## src/rtl/core/sha1ns_pkg.sv

```systemverilog
// Shared constants, types and functions for the SHA-1 nonce search block.
`timescale 1ns / 1ps
package sha1ns_pkg;

  localparam int NumRounds  = 80;
  localparam int NumNonces  = 95;
  localparam logic [6:0] NonceFirst = 7'd32;
  localparam logic [6:0] NonceLast  = 7'd126;
  localparam logic [6:0] CoinCap    = 7'd99;

  localparam logic [2:0] CFG_SALT0  = 3'd0;
  localparam logic [2:0] CFG_SALT1  = 3'd1;
  localparam logic [2:0] CFG_SALT2  = 3'd2;
  localparam logic [2:0] CFG_SALT3  = 3'd3;
  localparam logic [2:0] CFG_SALT4  = 3'd4;
  localparam logic [2:0] CFG_TARGET = 3'd5;

  localparam logic [63:0] LcgMul = 64'd6364136223846793005;
  localparam logic [63:0] LcgAdd = 64'd1442695040888963407;
  localparam logic [31:0] TargetReset = 32'hAAD20250;

  localparam logic [31:0] Hdr0 = 32'h44455449;
  localparam logic [31:0] Hdr1 = 32'h20636F69;
  localparam logic [31:0] Hdr2 = 32'h6E203220;

  localparam logic [31:0] Iv0 = 32'h67452301;
  localparam logic [31:0] Iv1 = 32'hEFCDAB89;
  localparam logic [31:0] Iv2 = 32'h98BADCFE;
  localparam logic [31:0] Iv3 = 32'h10325476;
  localparam logic [31:0] Iv4 = 32'hC3D2E1F0;

  typedef struct packed {
    logic [31:0] a;
    logic [31:0] b;
    logic [31:0] c;
    logic [31:0] d;
    logic [31:0] e;
  } sha_state_t;

  // Tag that travels with each hash through the round chain.
  typedef struct packed {
    logic       vld;
    logic       first;
    logic       last;
    logic [6:0] nonce;
  } sha_tag_t;

  function automatic logic [7:0] printable(input logic [7:0] b);
    logic [14:0] p;
    p = {7'd0, b} * 15'd95;
    return 8'h20 + {1'b0, p[14:8]};
  endfunction

endpackage

```

## src/rtl/core/sha1ns_pick.sv

```systemverilog
// Hit collector: counts matches over one sweep and keeps the lowest hit.
`timescale 1ns / 1ps
module sha1ns_pick
  import sha1ns_pkg::*;
(
  input  logic        clk,
  input  logic        rst_n,
  input  logic [31:0] target,
  input  sha_tag_t    tag_in,
  input  sha_state_t  dig_in,
  output logic        done,
  output logic [6:0]  cnt,
  output logic [6:0]  nonce,
  output logic [127:0] best
);

  logic [6:0]   cnt_r, cnt_nxt, nonce_r, nonce_nxt;
  logic [127:0] best_r, best_nxt;
  logic         done_r;
  logic         hit;

  always_comb begin
    hit = tag_in.vld && (dig_in.a == target);
    cnt_nxt   = tag_in.first ? 7'd0 : cnt_r;
    nonce_nxt = tag_in.first ? 7'd0 : nonce_r;
    best_nxt  = tag_in.first ? '0 : best_r;
    if (hit) begin
      if (cnt_nxt == 7'd0) begin
        nonce_nxt = tag_in.nonce;
        best_nxt  = {dig_in.b, dig_in.c, dig_in.d, dig_in.e};
      end
      cnt_nxt = cnt_nxt + 7'd1;
    end
  end

  always_ff @(posedge clk) begin
    if (!rst_n) begin
      done_r <= 1'b0;
      cnt_r  <= '0;
    end else begin
      done_r <= tag_in.vld && tag_in.last;
      if (tag_in.vld) cnt_r <= cnt_nxt;
    end
    if (tag_in.vld) begin
      nonce_r <= nonce_nxt;
      best_r  <= best_nxt;
    end
  end

  assign done  = done_r;
  assign cnt   = cnt_r;
  assign nonce = nonce_r;
  assign best  = best_r;

endmodule

```

## config.mk

```make
export PLATFORM = sky130hd
export DESIGN_NAME = sha1ns_pick
export DESIGN_NICKNAME = d
export VERILOG_FILES = /design/src/rtl/core/sha1ns_pkg.sv /design/src/rtl/core/sha1ns_pick.sv
export SDC_FILE = /design/constraint.sdc
export NUM_CORES = 1
export LEC_CHECK = 0
export BUFFER_PORTS_ARGS = -buffer_cell sky130_fd_sc_hd__buf_2
export CAP_MARGIN = 20
export CORE_MARGIN = 1.5
export CORE_UTILIZATION = 33
export CTS_CLUSTER_DIAMETER = 100
export DETAILED_ROUTE_END_ITERATION = 8
export SKIP_CTS_REPAIR_TIMING = 1
export SKIP_LAST_GASP = 1
export SLEW_MARGIN = 20
export SYNTH_ARGS = -nofsm -noshare
export SYNTH_HDL_FRONTEND = slang
export SYNTH_SLANG_ARGS = --single-unit
```

## constraint.sdc

```tcl
create_clock -name clk -period 5.66 [get_ports clk]
set_input_delay 0.283 -clock clk [delete_from_list [all_inputs] [get_ports clk]]
set_output_delay 0.283 -clock clk [all_outputs]
set_load 0.05 [all_outputs]
```

After elaboration in Yosys (flattened, before gate mapping) --
Index checks and enable logic that the tools add are counted.
Storage, ports and cells: register bits 143, input bits 204, logic and storage cells 17
Cells by class: equal/unequal tests 1, add/subtract/negate cells 1, reductions and logical operators 3, multiplexer cells 8
Operators with widths (number):
- two-way mux 128 bit | 3
- two-way mux 7 bit | 5
- equality test 32 bit | 1
- adder 7 x 1 -> 7 bit, second input constant | 1
- logical NOT 7 bit | 1
- logical AND 1 bit | 2

Depth between registers and ports, before layout --
word-level depth 4, depth in mapped cells 9

Least setup slack after synthesis --
No wires, ideal clock.
path kind register to register, start register cnt_r[1], in the netlist cnt[1], end register best_r[10], in the netlist best[10] (data pin), path buffers 1, arrival 2.127 ns, period minus slack after synthesis 2.387 ns, cell stages (with the launch flop) 9, path slack 3.273 ns, library setup time 0.260 ns, path through dfxtp_1 nor2b_1 inv_1 ha_1 nand2_1 nor2_1 nand3_2 buf_1 mux2_2
Between the ends: word-level cells in the longest chain between the ends 4
RTL lines:
- start, declared | RTL line sha1ns_pick.sv:17 | logic [6:0] cnt_r, cnt_nxt, nonce_r, nonce_nxt;
- start signal, assigned | RTL line sha1ns_pick.sv:42 | if (tag_in.vld) cnt_r <= cnt_nxt;
- two-way mux 7 bit | RTL line sha1ns_pick.sv:24 | cnt_nxt = tag_in.first ? 7'd0 : cnt_r;
- logical NOT 7 bit | RTL line sha1ns_pick.sv:28 | if (cnt_nxt == 7'd0) begin
- two-way mux 128 bit | RTL line sha1ns_pick.sv:28
- two-way mux 128 bit | RTL line sha1ns_pick.sv:27 | if (hit) begin
- via best_nxt[10] | RTL line sha1ns_pick.sv:18 | logic [127:0] best_r, best_nxt;
- end signal, assigned | RTL line sha1ns_pick.sv:46 | best_r <= best_nxt;
- end, declared | RTL line sha1ns_pick.sv:18
The timed path passes the listed nets, and every way through them passes these cells. A chain may end at the register's enable or synchronous reset.

Worst setup path after layout --
start input tag_in[8] (netlist name), end register best_r[120], in the netlist best[120] (data pin)
Between the ends: word-level cells in the longest chain between the ends 4, elaborated cells on any way between the ends 5, those cells by class 4 x mux; 1 x reduce/logical
RTL lines:
- start, declared | RTL line sha1ns_pick.sv:9 | input sha_tag_t tag_in,
- two-way mux 7 bit | RTL line sha1ns_pick.sv:24
- logical NOT 7 bit | RTL line sha1ns_pick.sv:28
- two-way mux 128 bit | RTL line sha1ns_pick.sv:28
- two-way mux 128 bit (*) | RTL line sha1ns_pick.sv:27
- via best_nxt[120] | RTL line sha1ns_pick.sv:18
Mark *: on every way through the listed nets, which the timed path passes. The rest lies on a longest branch.

==> results.txt <==
- Across every metal layer, demand over resource in global routing totals 0.165.
- Reg-to-Reg Start: cnt[1]
* TritonCTS clock tree: built
- Initial antenna violation count: 0
- Summing over every cut layer, the via total after detailed routing is 5,389.
- Worst setup SP type: input pin
- Clk root buf: clkbuf_16
- Pin count of the biggest net entering global routing: 91
* Cell count after synthesis: 543
* Count of inserted antenna diode cells: 0
* Hold Violations, Final: 0
- By startpoint and endpoint, the worst setup path is classified as input pin to register.
- Tightest slew margin relative to the limit: 0.330
- Area after DPL: 0.00941 mm2
- For this design, the slowest cell found on the critical path is buf_4.
* Tightest Pin Transition: approximately 1000 ps
- The library cell used most frequently in the layout, excluding fill and tap cells, is buf_2.
- Length of routed wiring on met1: 7980 um
- The clock tree synthesis step divided the H-tree into 4 levels.
- Leakage power figure: around 4.5 nW
* Fraction of final layout cells sized beyond drive strength 1: 0.524
* Violated checks: DRC
- Register bit total from synthesis: between 100 and 150
- Counting both buffers and inverters, the worst setup path holds a total of 3.
* Count of different cell masters after synthesis: 27
- I/O pin count: between 300 and 400
- Critical path required time: approximately 5800 ps
- Number of filler cells placed in the layout: 2,102
- In this run the most critical hold path is launched from tag_in[7].
- Design Power: 2.87 mW
* Global placer's final weighted congestion: a little over 0.8
- Initial standard-cell utilization of the core: 0.339
- On the worst path, the slowest cell contributes a delay of between 700 and 800 ps.
- The first TritonRoute pass finished after 8 iterations.
- Count of flip-flops with a built-in enable after synthesis: 135
- Total of max-cap violations: 0
- Count of final setup violators: 0
- Compared with the post-synthesis result, the final layout area differs by 34.4%.
* Synth Warn #: 0
- Of all nets on the critical path, the largest fanout is 90.
* Number of buffers inserted by port buffering: roughly 350
- Critical path arrival: between 2000 and 3000 ps
- Worst Setup Slack post-DPL: 2540 ps
* First-pass GRT wire length: ~31,000 um
* DRC Markers: 18
- The clock reaches the later pin of the worst-skew pair after between 400 and 500 ps.
- Die area: between 0.02 and 0.025 mm2
- After the first detailed-routing iteration, the DRC count stood at 310.
- Of the available clock period, the critical path in the final layout requires 0.463.
- The routed design could run at a clock period as short as 2620 ps.
* Die X: about 150 um
- After synthesis the cells add up to 0.00744 mm2.
- Including well taps, the total number of placed cells is about 1,100.
- Critical Path Sink Type: register
- The most numerous cell type found on the critical path is buf_4.
- Number of pins with negative max-slew slack in the final report: 0
- Min-Delay Path Class: input pin to register
* Utilization after layout: 0.456
- The core region is ~0.022 mm2.
- Summed over all nets, wire length on met3 after detailed routing comes to between 1500 and 2000 um.
* TritonCTS buffer count: 17
- Max VDD drop: around 0.16 mV
* Final nets: approximately 1,100
- The via count of the first global-routing pass is 5,649.
* Antenna-violating nets left: 0
* Commonest cells after routing, fill and taps aside: buf_2 (344), nor2b_1 (137), edfxtp_1 (135)
- Post-synthesis sequential area ratio: 0.566
* Final Worst Setup Slack: roughly 3000 ps
- The initialized floorplan defines 54 standard-cell rows.
* Smallest hold slack: around 110 ps
- Grouping stages by cell kind, the critical path spends the most delay in buffers and inverters.
- Summing all non-filler instances in the final layout gives an area of around 0.01 mm2.
- Adding up every negative setup slack in the final design gives 0 ps.
- Tracing the worst setup path back leads to its startpoint at tag_in[8].
- Counting flops with an async set or reset pin after synthesis yields a share of 0.
* Timing-limited maximum frequency: about 380 MHz
* Total clock sinks: between 100 and 150
- The highest metal layer carrying signal wires in the routed design is met4.
- The clock passes through at most 2 buffers.
- When the netlist entered floorplanning its net count stood at around 750.
- Non-filler cells in the finished layout: ~1,200
- Wire per inst: ~16 um
* GR Overflow Total: 0
- Setup repair after global routing missed its margin: no
- Among all flip-flop cells after synthesis, the most frequent one is edfxtp_1.
- The flow ran to the end, but the final reports show violations.
- A synthesized cell averages between 10 and 15 um2.
- Hpwl dp: 13,000 um
- The signal on the critical path passes through buf_4 -> nor2b_1 -> inv_1 -> ha_1 -> nand2_1 -> nor2_1 -> nand3_4 -> buf_4 -> mux2_1.
- Sum of routed wire length over all layers: 19,200 um
* Vias per cell: 4.60
* Worst Skew: approximately 12 ps
* Height of the die: 153 um
- Routed wire length on met2: 9340 um
* Power per standard cell area: ~290 mW/mm2
- Clock slew at reported path FFs: ~60 ps
registers in the layout, summed over array words and instances (netlist names):
name / flops
best: 128
nonce: 7
cnt: 7
done: 1
routing by layer:
metal,global-route usage,vias up
met2,0.273,188
met1,0.199,2562
met4,0.0532,0
met3,0.0587,22
met5,0,-
li1,-,2617
final timing paths:
path / end / slack (ps) / cells after the start
setup reg to reg: best[5] / 3070 / 8
hold reg to reg: cnt[1] / 520 / 2
setup / recovery: best[120] / 3040 / 9
hold / removal: done / 110 / 2
cell type report:
type                            count  area [um2]  share of cell area
Inverter                            2        7.51            0.000750
Clock inverter                     12         164              0.0164
Clock buffer                       19         433              0.0433
Multi-Input combinational cell    366        3060               0.306
Sequential cell                   143        4210               0.421
Timing Repair Buffer              350        1770               0.177
Tap cell                          280         350              0.0350
worst register-to-register path, delay by kind of cell, from the launching register on:
kind          cells  cell delay, ps
flops             1             350
fa+ha+maj         1             190
mux               1             500
buf+inv           2             780
simple gates      4             530
cells in the mapped netlist, types with 4 or more instances:
master | instances | share of area
and3_1 | 4 | 0.0034
buf_1 | 8 | 0.0040
buf_6 | 6 | 0.0091
clkbuf_1 | 18 | 0.0091
dfxtp_1 | 8 | 0.022
edfxtp_1 | 135 | 0.54
mux2_1 | 50 | 0.076
mux2_2 | 85 | 0.13
mux2i_1 | 5 | 0.0067
nand2_1 | 13 | 0.0066
nand3_1 | 12 | 0.0081
nand4_1 | 11 | 0.0092
nor2_1 | 4 | 0.0020
nor2b_1 | 137 | 0.12
xnor2_1 | 32 | 0.038
where the power goes:
group	internal (mW)	total, mW	switching, mW
Combinational	0.155	0.469	0.314
Sequential	1.22	1.25	0.0232
Clock	0.695	1.16	0.462
Total	2.07	2.87	0.798
kinds of logic (layout without fill, tap and decap cells):
logic type,after synthesis,in the layout,synth area share
AND/OR/NAND/NOR,188,188,0.155
flip-flops,143,143,0.566
multiplexers,140,140,0.211
buffers and inverters,34,383,0.0232
XOR/XNOR,32,32,0.0377
AO/OA/AOI/OAI,4,4,0.00387
adder cells (fa/ha/maj),2,2,0.00336
(Power assumes the default switching activity.)
