<file path="config.mk">
export PLATFORM = sky130hd
export DESIGN_NAME = sha1ns_round
export DESIGN_NICKNAME = d
export VERILOG_FILES = /design/src/rtl/core/sha1ns_pkg.sv /design/src/rtl/core/sha1ns_round.sv
export SDC_FILE = /design/constraint.sdc
export NUM_CORES = 1
export LEC_CHECK = 0
export BUFFER_PORTS_ARGS = -buffer_cell sky130_fd_sc_hd__buf_4
export CORE_AREA = 2 2 541 543
export CTS_CLUSTER_DIAMETER = 50
export CTS_CLUSTER_SIZE = 24
export DETAILED_ROUTE_END_ITERATION = 10
export DIE_AREA = 0 0 543 545
export GPL_ROUTABILITY_DRIVEN = 0
export SLEW_MARGIN = 20
export SYNTH_ARGS = -nofsm -noshare
export SYNTH_HDL_FRONTEND = slang
export SYNTH_SLANG_ARGS = --single-unit
</file>
<file path="constraint.sdc">
create_clock -name clk -period 6.5 [get_ports clk]
set_input_delay 0.975 -clock clk [delete_from_list [all_inputs] [get_ports clk]]
set_output_delay 0.975 -clock clk [all_outputs]
set_load 0.02 [all_outputs]
</file>
<file path="src/rtl/core/sha1ns_pkg.sv">
// Shared constants, types and functions for the SHA-1 nonce search block.
`timescale 1ns / 1ps
package sha1ns_pkg;

  localparam int NumRounds  = 80;
  localparam int NumNonces  = 95;
  localparam logic [6:0] NonceFirst = 7'd32;
  localparam logic [6:0] NonceLast  = 7'd126;
  localparam logic [6:0] CoinCap    = 7'd99;

  localparam logic [2:0] CFG_SALT0  = 3'd0;
  localparam logic [2:0] CFG_SALT1  = 3'd1;
  localparam logic [2:0] CFG_SALT2  = 3'd2;
  localparam logic [2:0] CFG_SALT3  = 3'd3;
  localparam logic [2:0] CFG_SALT4  = 3'd4;
  localparam logic [2:0] CFG_TARGET = 3'd5;

  localparam logic [63:0] LcgMul = 64'd6364136223846793005;
  localparam logic [63:0] LcgAdd = 64'd1442695040888963407;
  localparam logic [31:0] TargetReset = 32'hAAD20250;

  localparam logic [31:0] Hdr0 = 32'h44455449;
  localparam logic [31:0] Hdr1 = 32'h20636F69;
  localparam logic [31:0] Hdr2 = 32'h6E203220;

  localparam logic [31:0] Iv0 = 32'h67452301;
  localparam logic [31:0] Iv1 = 32'hEFCDAB89;
  localparam logic [31:0] Iv2 = 32'h98BADCFE;
  localparam logic [31:0] Iv3 = 32'h10325476;
  localparam logic [31:0] Iv4 = 32'hC3D2E1F0;

  typedef struct packed {
    logic [31:0] a;
    logic [31:0] b;
    logic [31:0] c;
    logic [31:0] d;
    logic [31:0] e;
  } sha_state_t;

  // Tag that travels with each hash through the round chain.
  typedef struct packed {
    logic       vld;
    logic       first;
    logic       last;
    logic [6:0] nonce;
  } sha_tag_t;

  function automatic logic [7:0] printable(input logic [7:0] b);
    logic [14:0] p;
    p = {7'd0, b} * 15'd95;
    return 8'h20 + {1'b0, p[14:8]};
  endfunction

endpackage

</file>
<file path="src/rtl/core/sha1ns_round.sv">
// One SHA-1 round cell: applies one round and advances the message window.
`timescale 1ns / 1ps
module sha1ns_round
  import sha1ns_pkg::*;
(
  input  logic              clk,
  input  logic              rst_n,
  input  logic [6:0]        round_idx,
  input  sha_tag_t          tag_in,
  input  sha_state_t        st_in,
  input  logic [511:0]      w_in,
  output sha_tag_t          tag_out,
  output sha_state_t        st_out,
  output logic [511:0]      w_out
);

  sha_tag_t     tag_r;
  sha_state_t   st_r, st_nxt;
  logic [511:0] w_r, w_nxt;
  logic [31:0]  f, k, t, wn, wx;

  always_comb begin
    if (round_idx < 7'd20) begin
      f = (st_in.b & st_in.c) | (~st_in.b & st_in.d);
      k = 32'h5A827999;
    end else if (round_idx < 7'd40) begin
      f = st_in.b ^ st_in.c ^ st_in.d;
      k = 32'h6ED9EBA1;
    end else if (round_idx < 7'd60) begin
      f = (st_in.b & st_in.c) | (st_in.b & st_in.d) | (st_in.c & st_in.d);
      k = 32'h8F1BBCDC;
    end else begin
      f = st_in.b ^ st_in.c ^ st_in.d;
      k = 32'hCA62C1D6;
    end
    // w window: word j of the window at bits [511-32j -: 32]
    t = {st_in.a[26:0], st_in.a[31:27]} + f + st_in.e + k + w_in[511:480];
    st_nxt.a = t;
    st_nxt.b = st_in.a;
    st_nxt.c = {st_in.b[1:0], st_in.b[31:2]};
    st_nxt.d = st_in.c;
    st_nxt.e = st_in.d;
    wx = w_in[511-32*13 -: 32] ^ w_in[511-32*8 -: 32] ^ w_in[511-32*2 -: 32]
       ^ w_in[511:480];
    wn = {wx[30:0], wx[31]};
    w_nxt = {w_in[479:0], wn};
  end

  always_ff @(posedge clk) begin
    if (!rst_n) begin
      tag_r <= '0;
    end else begin
      tag_r <= tag_in;
    end
    st_r <= st_nxt;
    w_r  <= w_nxt;
  end

  assign tag_out = tag_r;
  assign st_out  = st_r;
  assign w_out   = w_r;

endmodule

</file>
-- Word level (Yosys, flattened, before mapping)
Index checks and enable logic that the tools add are counted.
Widths: inputs -> output; s select.
- $add $sub $neg: 4
- magnitude comparators: 3
- muxes and demuxes: 6
- bitwise logic cells: 13
- operator list (cell ; count):
    $mux 32 ; 5
    $xor 32x32->32 ; 5
    $add 32x32->32 ; 4
    $and 32x32->32 ; 4
    $or 32x32->32 ; 3
    $not 32->32 ; 1
    $mux 31 ; 1
    $lt 7x6->1 const B ; 2
    $lt 7x5->1 const B ; 1
- register bits after elaboration: 682
- input bits: 691
- output and inout port bits: 682
- word-level logic and storage cells: 36

-- Longest topological paths before layout
Gate-level depths: netlist of run 1.
- depth in word-level cells: 10
- mapped depth: 21
- mapped depth without buffers: 19

-- Worst setup path after synthesis of run 1
Ideal clock, no wire load.
- kind: input-to-reg
- start point: input round_idx[5]
- end point: register st_r (netlist bit st_out[157])
- setup time: 0.106 ns
- data arrival time: 5.297 ns
- data required time: 6.394 ns
- slack: 1.097 ns
- cell stages on the path: 18
- buffers on the path: 1
- path through: a41oi_2 -> and2_4 -> nor2_1 -> clkbuf_1 -> a221oi_1 -> fa_1 -> inv_1 -> fa_1 -> ha_1 -> fa_1 -> a211oi_1 -> o21bai_1 -> a21oi_1 -> o211ai_2 -> nand4_1 -> a21oi_1 -> or4_1 -> o311ai_0
- cells in the longest elaborated chain, start to end: 8
- elaborated cells between the ends (all ways): 13
- those cells by class: add/sub: 4; order compare: 3; mux: 6
- RTL lines (item ; RTL line ; source):
    start, declared ; sha1ns_round.sv:8 ; input logic [6:0] round_idx,
    $lt 7x6->1 ; sha1ns_round.sv:29 ; end else if (round_idx < 7'd60) begin
    $mux 32 ; sha1ns_round.sv:29 ;
    $mux 32 ; sha1ns_round.sv:26 ; end else if (round_idx < 7'd40) begin
    $mux 32 ; sha1ns_round.sv:23 ; if (round_idx < 7'd20) begin
    $add 32x32->32 (2 in series) ; sha1ns_round.sv:37 ; t = {st_in.a[26:0], st_in.a[31:27]} + f + st_in.e + k + w_in[511:480];
    $add 32x32->32 * (2 in series) ; sha1ns_round.sv:37 ;
    named net t[29] ; sha1ns_round.sv:20 ; logic [31:0] f, k, t, wn, wx;
    end signal, assigned ; sha1ns_round.sv:55 ; st_r <= st_nxt;
    end, declared ; sha1ns_round.sv:18 ; sha_state_t st_r, st_nxt;
Mark *: on every way through the listed nets, which the timed path passes. The rest lies on a longest branch.
A chain may end at the register's enable or synchronous reset.

-- Worst setup path after layout of run 1
- start point: input round_idx[3]
- end point: register st_r (netlist bit st_out[157])
The elaborated chain is that of the path after synthesis.

==> results.tsv, run 1 <==
stage	metric	value	unit
hold_path	hp-start	w_in[281]	
power	power.density	385.7	nW/um^2
yosys	synth_top_area_share	67.81	%
layout	ff_latch_area	13650	um^2
yosys	synth_area_leaders	dfxtp_1 (68%), fa_1 (12%), xnor2_1 (3.8%)	
power	p_int	9968	uW
cts	clk_pin_slew_worst_paths	0.07	ns
layout	multi_input_area	5764	um^2
power	vdd_drop_max	0.2277	mV
floorplanning	die_height	545	um
yosys	synthCells	1424	
worst_setup_path	cp-start-kind	primary input	
grt	globalRouteMet1Util	11.02	%
routing	via_count	17750	
power	p_total	15370	uW
timing	tightest_slew	1.030	ns
floorplanning	core-area	290100	um^2
yosys	synth-compound-area-share	4.530	%
grt	grt_first_pass_wirelength	204500	um
worst_setup_path	path_class	in2reg	
power	switching_share	35.14	%
grt	grt.total_usage	10.98	%
yosys	ys_top_cells_by_count	dfxtp_1 (682), inv_1 (174), fa_1 (120)	
floorplanning	start_util	6.940	%
yosys	synth_fa_ha_area_share	14.23	%
yosys	avgSynthCellArea	14.14	um^2
power	power_frac_clock	42.6	%
yosys	synth_edf_count	0	
layout	finalNetCount	3774	
yosys	ys.warnings.count	0	
run	max-cap-violations	0	
hold_path	hold_depth	1	
timing	finalSetupViolCount	0	
layout	drive_gt1_share	53.90	%
yosys	synth_flop_cell	dfxtp_1	
yosys	synthSimpleGateAreaFrac	2.747	%
grt	antenna_found_initial	138	
yosys	ys_async_sr_fraction	0	%
yosys	synth_area	20130	um^2
routing	drt_iter0_markers	1178	
cts	cts_buffer_depth	4	
grt	first_global_vias	18180	
floorplanning	die_w	543	um
cts	cts_root_buf	clkbuf_16	
yosys	synth-seq-area-share	67.81	%
timing	slew_violations	0	
timing	min_period	5.436	ns
timing	rsz0062_at_grt	false	
cts	cts_setup_buffers	0	
timing	hold_viol_final	0	
place	numPortBuffers	1370	
timing	finalCritPeriodShare	83.63	%
worst_setup_path	crit_path_end_kind	register	
grt	grt_max_degree	21	
layout	fill_cells	32580	
routing	route.detailed.drc	0	
yosys	synthMuxAreaShare	1.591	%
power	net-switching-power	5400	uW
power	power.leakage	0.01771	uW
run_status	outcome	finished, final reports clean	
floorplanning	rows	198	
routing	dr.pass1.iters	6	
timing	relSlewSlack	30.81	%
cts	clock_sinks	682	
grt	met3_usage	5.937	%
floorplanning	dieArea	295900	um^2
power	p_comb_share	27.0	%
yosys	synthXorXnorAreaFrac	5.481	%
hold_path	holdCritPathClass	in2reg	
power	seqPwrFrac	30.4	%
grt	busiest_layer	met2	
floorplanning	ioPinCount	1373	
cts	cts_buffers	117	
cts	holdBufCountCts	0	
yosys	synth_nets	2272	
cts	cts_tree	built	
routing	wire_per_inst	24.65	um
layout	area_growth	97.89	%
place	hpwl	153400	um
yosys	synth_top_family_by_area	adder cells	
grt	grt.met2_usage	18.33	%
hold_path	holdPathEnd	w_out[313]	
timing	tns	0	ns
worst_setup_path	critPathRequiredTime	7.19	ns
yosys	synth_top_cell_by_area	dfxtp_1	
yosys	ys_types	57	
cts	cts_resized	0	
worst_setup_path	cp_max_fo	15	
timing	max_freq	184.0	MHz
routing	viasPerCell	2.554	
grt	grt_remaining_overflow	0	
worst_setup_path	worstPathArrival	6.13	ns
routing	routed_wl	171300	um
yosys	synth.most_common_cell	dfxtp_1	
yosys	ys_seq_elements	682	
routing	ant_nets	0	
cts	h-tree-depth	3	
-- layer usage --
metal  part of all wire [%]  up-vias
met1                     34     8408
met3                     12      373
met4                    4.9       78
met2                     48     1284
li1                       -     7610
met5                   0.40        -
-- through the flow --
step                      hold WS (ns)  utilization [%]  setup slack, ns  area [um^2]  std cells
after floorplan                  1.003                -            1.097        20130       1424
after global placement           1.080            12.25           0.1354        35540       6707
after detailed placement         1.081            12.25           0.1166        35540       6707
after CTS                       0.1075            13.71            1.003        39770       6922
after global routing            0.1254            13.72           0.7299        39800       6935
final                           0.2089            13.73            1.064        39840       6952
-- power groups by stage --
stage,combinational [uW],clock [uW],sequential [uW]
global route,4520,6940,4710
detailed placement,4270,0,4770
finish,4150,6540,4680
CTS,4290,6780,4680
floorplan,1690,0,5200
global placement,4220,0,4770
-- how the worst max path moves through the flow --
stage	startpoint	end	slack (ns)	cells after the start
finish	round_idx[3]	st_out[157]	1.06	20
global route	round_idx[3]	st_out[157]	0.73	20
CTS	round_idx[3]	st_out[157]	1.00	20
detailed placement	round_idx[3]	st_out[157]	0.12	20
global placement	round_idx[3]	st_out[157]	0.14	20
floorplan	round_idx[5]	st_out[157]	1.10	18
-- layout by cell type, fill, tap and decap left out, drive strengths merged, types with 3 or more instances in the layout --
cell / n
a211o: 3
a211oi: 6
a21o: 13
a21oi: 23
a221o: 13
a221oi: 6
a41oi: 3
and2: 14
and4: 3
buf: 1397
clkbuf: 126
clkinv: 42
clkinvlp: 4
dfxtp: 682
diode: 30
fa: 120
ha: 37
inv: 219
mux2: 8
mux2i: 23
nand2: 18
nand3: 6
nand4: 3
nor2: 56
nor2b: 4
nor3: 4
o21a: 5
o21ai: 17
o21bai: 5
o221ai: 3
o22ai: 9
xnor2: 87
xor2: 39
-- critical path: stages --
cell and delay [ns]:
buf_4 0.13, o21ai_1 0.10, and2_1 0.48, nor2_4 0.22
buf_12 0.22, a221oi_1 0.37, fa_1 0.47, inv_1 0.10
fa_1 0.42, ha_1 0.24, fa_1 0.49, a211oi_1 0.29
o21bai_1 0.13, a21oi_1 0.25, o211ai_2 0.15, buf_12 0.16
nand4_1 0.14, a21oi_1 0.10, or4_1 0.50, o311ai_0 0.12
-- layout make-up --
cell class,instances,share of cell area (%)
diodes,30,0.1884
clock buffers,126,7.562
clock inverters,89,3.062
inverters,177,1.667
multi-input cells,551,14.47
flip-flops and latches,682,34.27
well taps,3900,12.25
repair buffers,1397,26.54
-- flip-flops by register name (all words and copies together) (netlist names) --
name,cells
w_out,512
st_out,160
tag_out,10
-- cell families after synthesis --
family,after synthesis
flip-flops,682
AO/OA/AOI/OAI,121
AND/OR/NAND/NOR,116
adder cells (fa/ha/maj),157
multiplexers,31
XOR/XNOR,126
buffers and inverters,191
Power figures use the tool's default switching activity.
==> inputs of run 2 (changes only) <==
Settings changed: ABC_AREA set to 1, CORE_AREA 2 2 541 543 to 2 2 528 530, DIE_AREA 0 0 543 545 to 0 0 530 532.
Clock period 6.5 ns to 5.7 ns, I/O delays scaled along.
==> results.tsv, run 2 <==
stage	metric	value	unit
run_status	outcome	finished, final reports clean	
floorplanning	die_w	530	um
timing	min_period	4.086	ns
yosys	synthSimpleGateAreaFrac	7.366	%
floorplanning	die_height	532	um
yosys	ys_top_cells_by_count	dfxtp_1 (682), inv_1 (267), nand2_1 (223)	
timing	rsz0062_at_grt	false	
routing	ant_nets	0	
yosys	synth.most_common_cell	dfxtp_1	
worst_setup_path	cp-start-kind	primary input	
grt	grt_max_degree	21	
power	power.leakage	0.01965	uW
grt	grt_first_pass_wirelength	232500	um
routing	routed_wl	190700	um
hold_path	holdPathEnd	w_out[273]	
grt	grt.total_usage	12.97	%
cts	cts_buffers	125	
yosys	synth_top_family_by_area	adder cells	
grt	busiest_layer	met2	
power	power.density	442.7	nW/um^2
cts	cts_buffer_depth	4	
layout	largest_reg_flops	512	
yosys	synth_nets	2548	
routing	viasPerCell	2.732	
cts	h-tree-depth	3	
layout	mostFrequentLayoutCell	buf_4	
floorplanning	start_util	7.533	%
timing	slew_violations	0	
cts	cts_setup_buffers	0	
yosys	ys_seq_elements	682	
timing	setup_slack	1.614	ns
cts	clock_sinks	682	
layout	drive_gt1_share	47.56	%
floorplanning	ioPinCount	1373	
place	dp.cells	6850	
timing	finalSetupViolCount	0	
yosys	synth_area_leaders	dfxtp_1 (66%), fa_1 (12%), inv_1 (4.8%)	
cts	clk_pin_slew_worst_paths	0.06	ns
yosys	synthMuxAreaShare	0	%
yosys	synthXorXnorAreaFrac	4.849	%
worst_setup_path	slowest_stage	fa_1	
place	pre_cts_ws	0.7842	ns
place	numPortBuffers	1370	
cts	cts_root_buf	clkbuf_16	
grt	grt_remaining_overflow	0	
worst_setup_path	worstPathCellList	buf_4, nor2_1, nand3_2, buf_4, a211oi_1, a221oi_1, buf_4, fa_1, inv_1, fa_1, ha_1, fa_1, nand2_1, nand2_1, nand3b_1, nand2_1, nand2_1, nand2_1, nand3_1, nand3_1, nand2_1, nand2_1	
grt	grt.met2_usage	22.63	%
power	vdd_drop_max	0.2558	mV
yosys	synth_flop_cell	dfxtp_1	
layout	area_growth	105.5	%
routing	wire_per_inst	26.05	um
cts	cts_tree	built	
hold_path	hp-start	w_in[241]	
layout	final_cell_mix	buf_4 (1450), dfxtp_1 (682), inv_1 (267)	
yosys	avgSynthCellArea	12.22	um^2
yosys	ys_types	41	
routing	route.detailed.drc	0	
place	hpwl	170800	um
grt	antenna_found_initial	127	
yosys	synth_top_cell_by_area	dfxtp_1	
grt	first_global_vias	21140	
timing	finalCritPeriodShare	71.69	%
timing	max_freq	244.7	MHz
yosys	synth_edf_count	0	
worst_setup_path	crit_path_end_kind	register	
worst_setup_path	critical-path-max-stage-delay	0.53	ns
yosys	synth-seq-area-share	65.72	%
grt	globalRouteMet1Util	12.95	%
hold_path	holdCritPathClass	in2reg	
layout	finalNetCount	4315	
floorplanning	core-area	275800	um^2
routing	via_count	20000	
worst_setup_path	critPathRequiredTime	6.35	ns
worst_setup_path	path_class	in2reg	
yosys	synth_fa_ha_area_share	13.79	%
yosys	synthCells	1700	
worst_setup_path	cpMostUsedCell	nand2_1	
hold_path	hold_depth	1	
timing	tightest_slew	0.6788	ns
floorplanning	dieArea	282000	um^2
worst_setup_path	worstPathArrival	4.74	ns
grt	met3_usage	6.488	%
yosys	synth-compound-area-share	3.114	%
timing	tns	0	ns
yosys	ys.warnings.count	0	
yosys	synth_area	20770	um^2
routing	drt_iter0_markers	928	
routing	dr.pass1.iters	5	
worst_setup_path	cp_max_fo	4	
run	max-cap-violations	0	
floorplanning	rows	193	
yosys	synth_top_area_share	65.72	%
timing	hold_viol_final	0	
layout	finalNonFillerCells	7321	
yosys	ys_async_sr_fraction	0	%
timing	relSlewSlack	54.58	%
run 2: changes by cell type after synthesis, moves of 11 or more:
cell | before | now
nand2_1 | 18 | 223
mux2i_1 | 23 | 0
nor2_1 | 56 | 67
inv_1 | 174 | 267
and2_1 | 13 | 1
a221o_1 | 13 | 0
o211ai_1 | 1 | 17
nand3_1 | 6 | 39
xnor2_1 | 87 | 66
a21o_1 | 13 | 2
a21oi_1 | 23 | 39
run 2: timing repair:
item | 4_1_cts | 5_1_grt
endpoints found under the setup margin | 0 | 0
gates resized for setup | 0 | 0
endpoints found under the hold margin | 195 | 0
hold buffers | 195 | 0
run 2: how the worst max path moves through the flow:
stage / from / to / slack, ns / cells after the start
floorplan: st_in[33] / st_out[157] / 1.59 / 18
global placement: round_idx[5] / st_out[143] / 0.79 / 18
detailed placement: round_idx[6] / st_out[155] / 0.78 / 22
CTS: st_in[138] / st_out[152] / 1.62 / 14
global route: round_idx[6] / st_out[155] / 1.36 / 22
finish: round_idx[6] / st_out[155] / 1.61 / 22
run 2: power by group:
part	internal [uW]	switching [uW]	leakage, uW	total [uW]
registers	5210	132	0.00575	5340
clock network	4490	3240	0.00212	7720
logic	2340	3500	0.0118	5840
run 2: cells by family after synthesis:
kind of cell	after synthesis
AO/OA/AOI/OAI	105
XOR/XNOR	115
adder cells (fa/ha/maj)	157
buffers and inverters	278
flip-flops	682
AND/OR/NAND/NOR	363
run 2: routing by layer:
| layer | part of all wire (%) | up-vias |
|---|---|---|
| met5 | 0.44 | - |
| met4 | 4.5 | 54 |
| met2 | 49 | 1310 |
| li1 | - | 8848 |
| met3 | 12 | 397 |
| met1 | 34 | 9390 |
run 2: metrics by stage:
stage,instance area (um^2),total power [uW],util (%),hold WS [ns]
global route,42650,19910,15.47,0.03728
global placement,36300,11250,13.16,0.9600
detailed placement,36300,11270,13.16,0.9605
finish,42690,18900,15.48,0.09903
floorplan,20770,8016,-,0.8827
CTS,42580,19360,15.44,0.0005548
run 2: cell type report:
class	instances	area, um^2
clock inverter	99	1109
clock buffer	133	3219
antenna	44	110.1
sequential	682	13650
multi-input combinational	740	6050
fill	31020	233100
inverter	270	1016
tap	3705	4636
timing repair buffer	1648	12900
run 2: critical path, delay by kind of cell:
family	cells	cell delay [ns]
buf+inv	4	0.53
fa+ha+maj	4	1.80
simple gates	12	1.30
compound gates	2	0.25
==> inputs of run 3 (changes only) <==
Clock period 5.7 ns to 4.2 ns, I/O delays scaled along.
==> results.tsv, run 3 (synthesized netlist as in run 2, its figures left out) <==
stage	metric	value	unit
worst_setup_path	path_class	in2reg	
power	p_total	27310	uW
grt	grt_remaining_overflow	0	
power	vdd_drop_max	0.3339	mV
timing	setup_slack	0.05847	ns
cts	cts_buffers	138	
place	pre_cts_ws	-0.5973	ns
routing	viasPerCell	2.800	
power	seqPwrFrac	26.6	%
place	place_area	36550	um^2
cts	cts_tree	built	
timing	hold_viol_final	0	
power	switching_share	34.73	%
layout	mostFrequentLayoutCell	buf_4	
power	power.density	572.9	nW/um^2
timing	max_freq	241.5	MHz
layout	fin_area	47670	um^2
floorplanning	start_util	7.533	%
hold_path	hold_depth	1	
layout	largest_reg_flops	512	
timing	tns	0	ns
routing	drt_iter0_markers	1201	
place	hpwl	172100	um
cts	h-tree-depth	4	
worst_setup_path	timing.critical_path.from	st_in[65]	
power	p_int	17830	uW
grt	grt_first_pass_wirelength	243900	um
run_status	outcome	finished, final reports clean	
grt	grt_max_degree	19	
routing	wire_per_inst	25.26	um
floorplanning	core-area	275800	um^2
grt	antenna_found_initial	130	
worst_setup_path	crit_path_end_kind	register	
cts	cts_root_buf	clkbuf_16	
layout	drive_gt1_share	43.27	%
layout	final_cell_mix	buf_4 (1480), dfxtp_1 (682), dlygate4sd3_1 (606)	
timing	finalSetupViolCount	0	
grt	first_global_vias	23630	
power	power.leakage	0.02174	uW
timing	finalCritPeriodShare	98.61	%
floorplanning	die_w	530	um
timing	min_period	4.142	ns
grt	grt.total_usage	13.43	%
power	power_frac_clock	42.7	%
floorplanning	die_height	532	um
hold_path	hp-start	w_in[70]	
hold_path	holdCritPathClass	in2reg	
timing	tightest_slew	0.8763	ns
layout	fin_util	17.29	%
floorplanning	rows	193	
routing	ant_nets	0	
routing	routed_wl	197500	um
power	p_comb_share	30.7	%
timing	slew_violations	0	
worst_setup_path	worstPathArrival	4.77	ns
worst_setup_path	cp-start-kind	primary input	
cts	clk_pin_slew_worst_paths	0.06	ns
floorplanning	ioPinCount	1373	
timing	relSlewSlack	41.37	%
layout	finalNetCount	4770	
floorplanning	dieArea	282000	um^2
cts	clock_sinks	682	
run	max-cap-violations	0	
routing	route.detailed.drc	0	
routing	via_count	21890	
layout	area_growth	129.5	%
worst_setup_path	critPathRequiredTime	4.83	ns
power	net-switching-power	9487	uW
place	numPortBuffers	1370	
routing	dr.pass1.iters	5	
cts	cts_buffer_depth	4	
worst_setup_path	cp_max_fo	4	
run 3: cell types whose count changed in the layout (fill, tap and decap cells not counted), sizes merged:
cell	previous run	this run
clkinvlp	8	9
buf	1453	1484
dlygate4sd3	195	606
clkbuf	133	164
clkinv	27	25
inv	330	307
bufinv	4	11
diode	44	84
run 3: layout make-up:
cell class	count	area (um^2)
Clock inverter	82	1051
Antenna cell	84	210.2
Inverter	270	1016
Timing Repair Buffer	2090	17260
Sequential cell	682	13650
Multi-Input combinational cell	740	6083
Clock buffer	164	3769
Tap cell	3705	4636
Fill cell	30500	228100
run 3: worst max-delay path: stages:
cell and delay [ns]:
dlygate4sd3_1 0.59, buf_4 0.16, fa_1 0.51, a221oi_2 0.06
buf_4 0.15, fa_1 0.52, inv_1 0.05, fa_1 0.49
ha_4 0.21, fa_1 0.45, nand2_1 0.09, nand2_1 0.07
and2_4 0.14, nand2_2 0.05, nand2_2 0.10, nand2_1 0.10
nand2_2 0.11, nand2_2 0.12, nand2_1 0.06, nand2_1 0.06
nand2_1 0.05
run 3: power by group through the flow:
stage	combinational [uW]	clock, uW	sequential (uW)
final	8390	11700	7260
after global routing	9110	12300	7300
after CTS	8580	12100	7260
after detailed placement	7960	0	7380
after global placement	7910	0	7390
after floorplan	2840	0	8040
run 3: metal layers:
metal | vias to the layer above | share of wire, % | global-route usage [%]
li1 | 9788 | - | -
met1 | 10290 | 36 | 14.19
met2 | 1380 | 47 | 22.62
met3 | 415 | 10 | 5.239
met4 | 22 | 6.5 | 7.554
met5 | - | 0.20 | 0.7009
run 3: final timing paths:
| path | to |
|---|---|
| worst min-delay path | w_out[102] |
| worst max-delay path | st_out[157] |
run 3: metrics by stage:
| stage | instances | hold slack, ns |
|---|---|---|
| floorplan | 1700 | 0.6577 |
| global placement | 6881 | 0.7351 |
| detailed placement | 6881 | 0.7357 |
| CTS | 7733 | 0.01174 |
| global route | 7786 | 0.02958 |
| finish | 7817 | 0.06201 |
run 3: what timing repair did:
action,in CTS,in global routing
hold endpoints to repair,606,0
buffers inserted,0,0
hold buffers,606,0
setup endpoints to repair,0,13
gates resized for setup,0,8
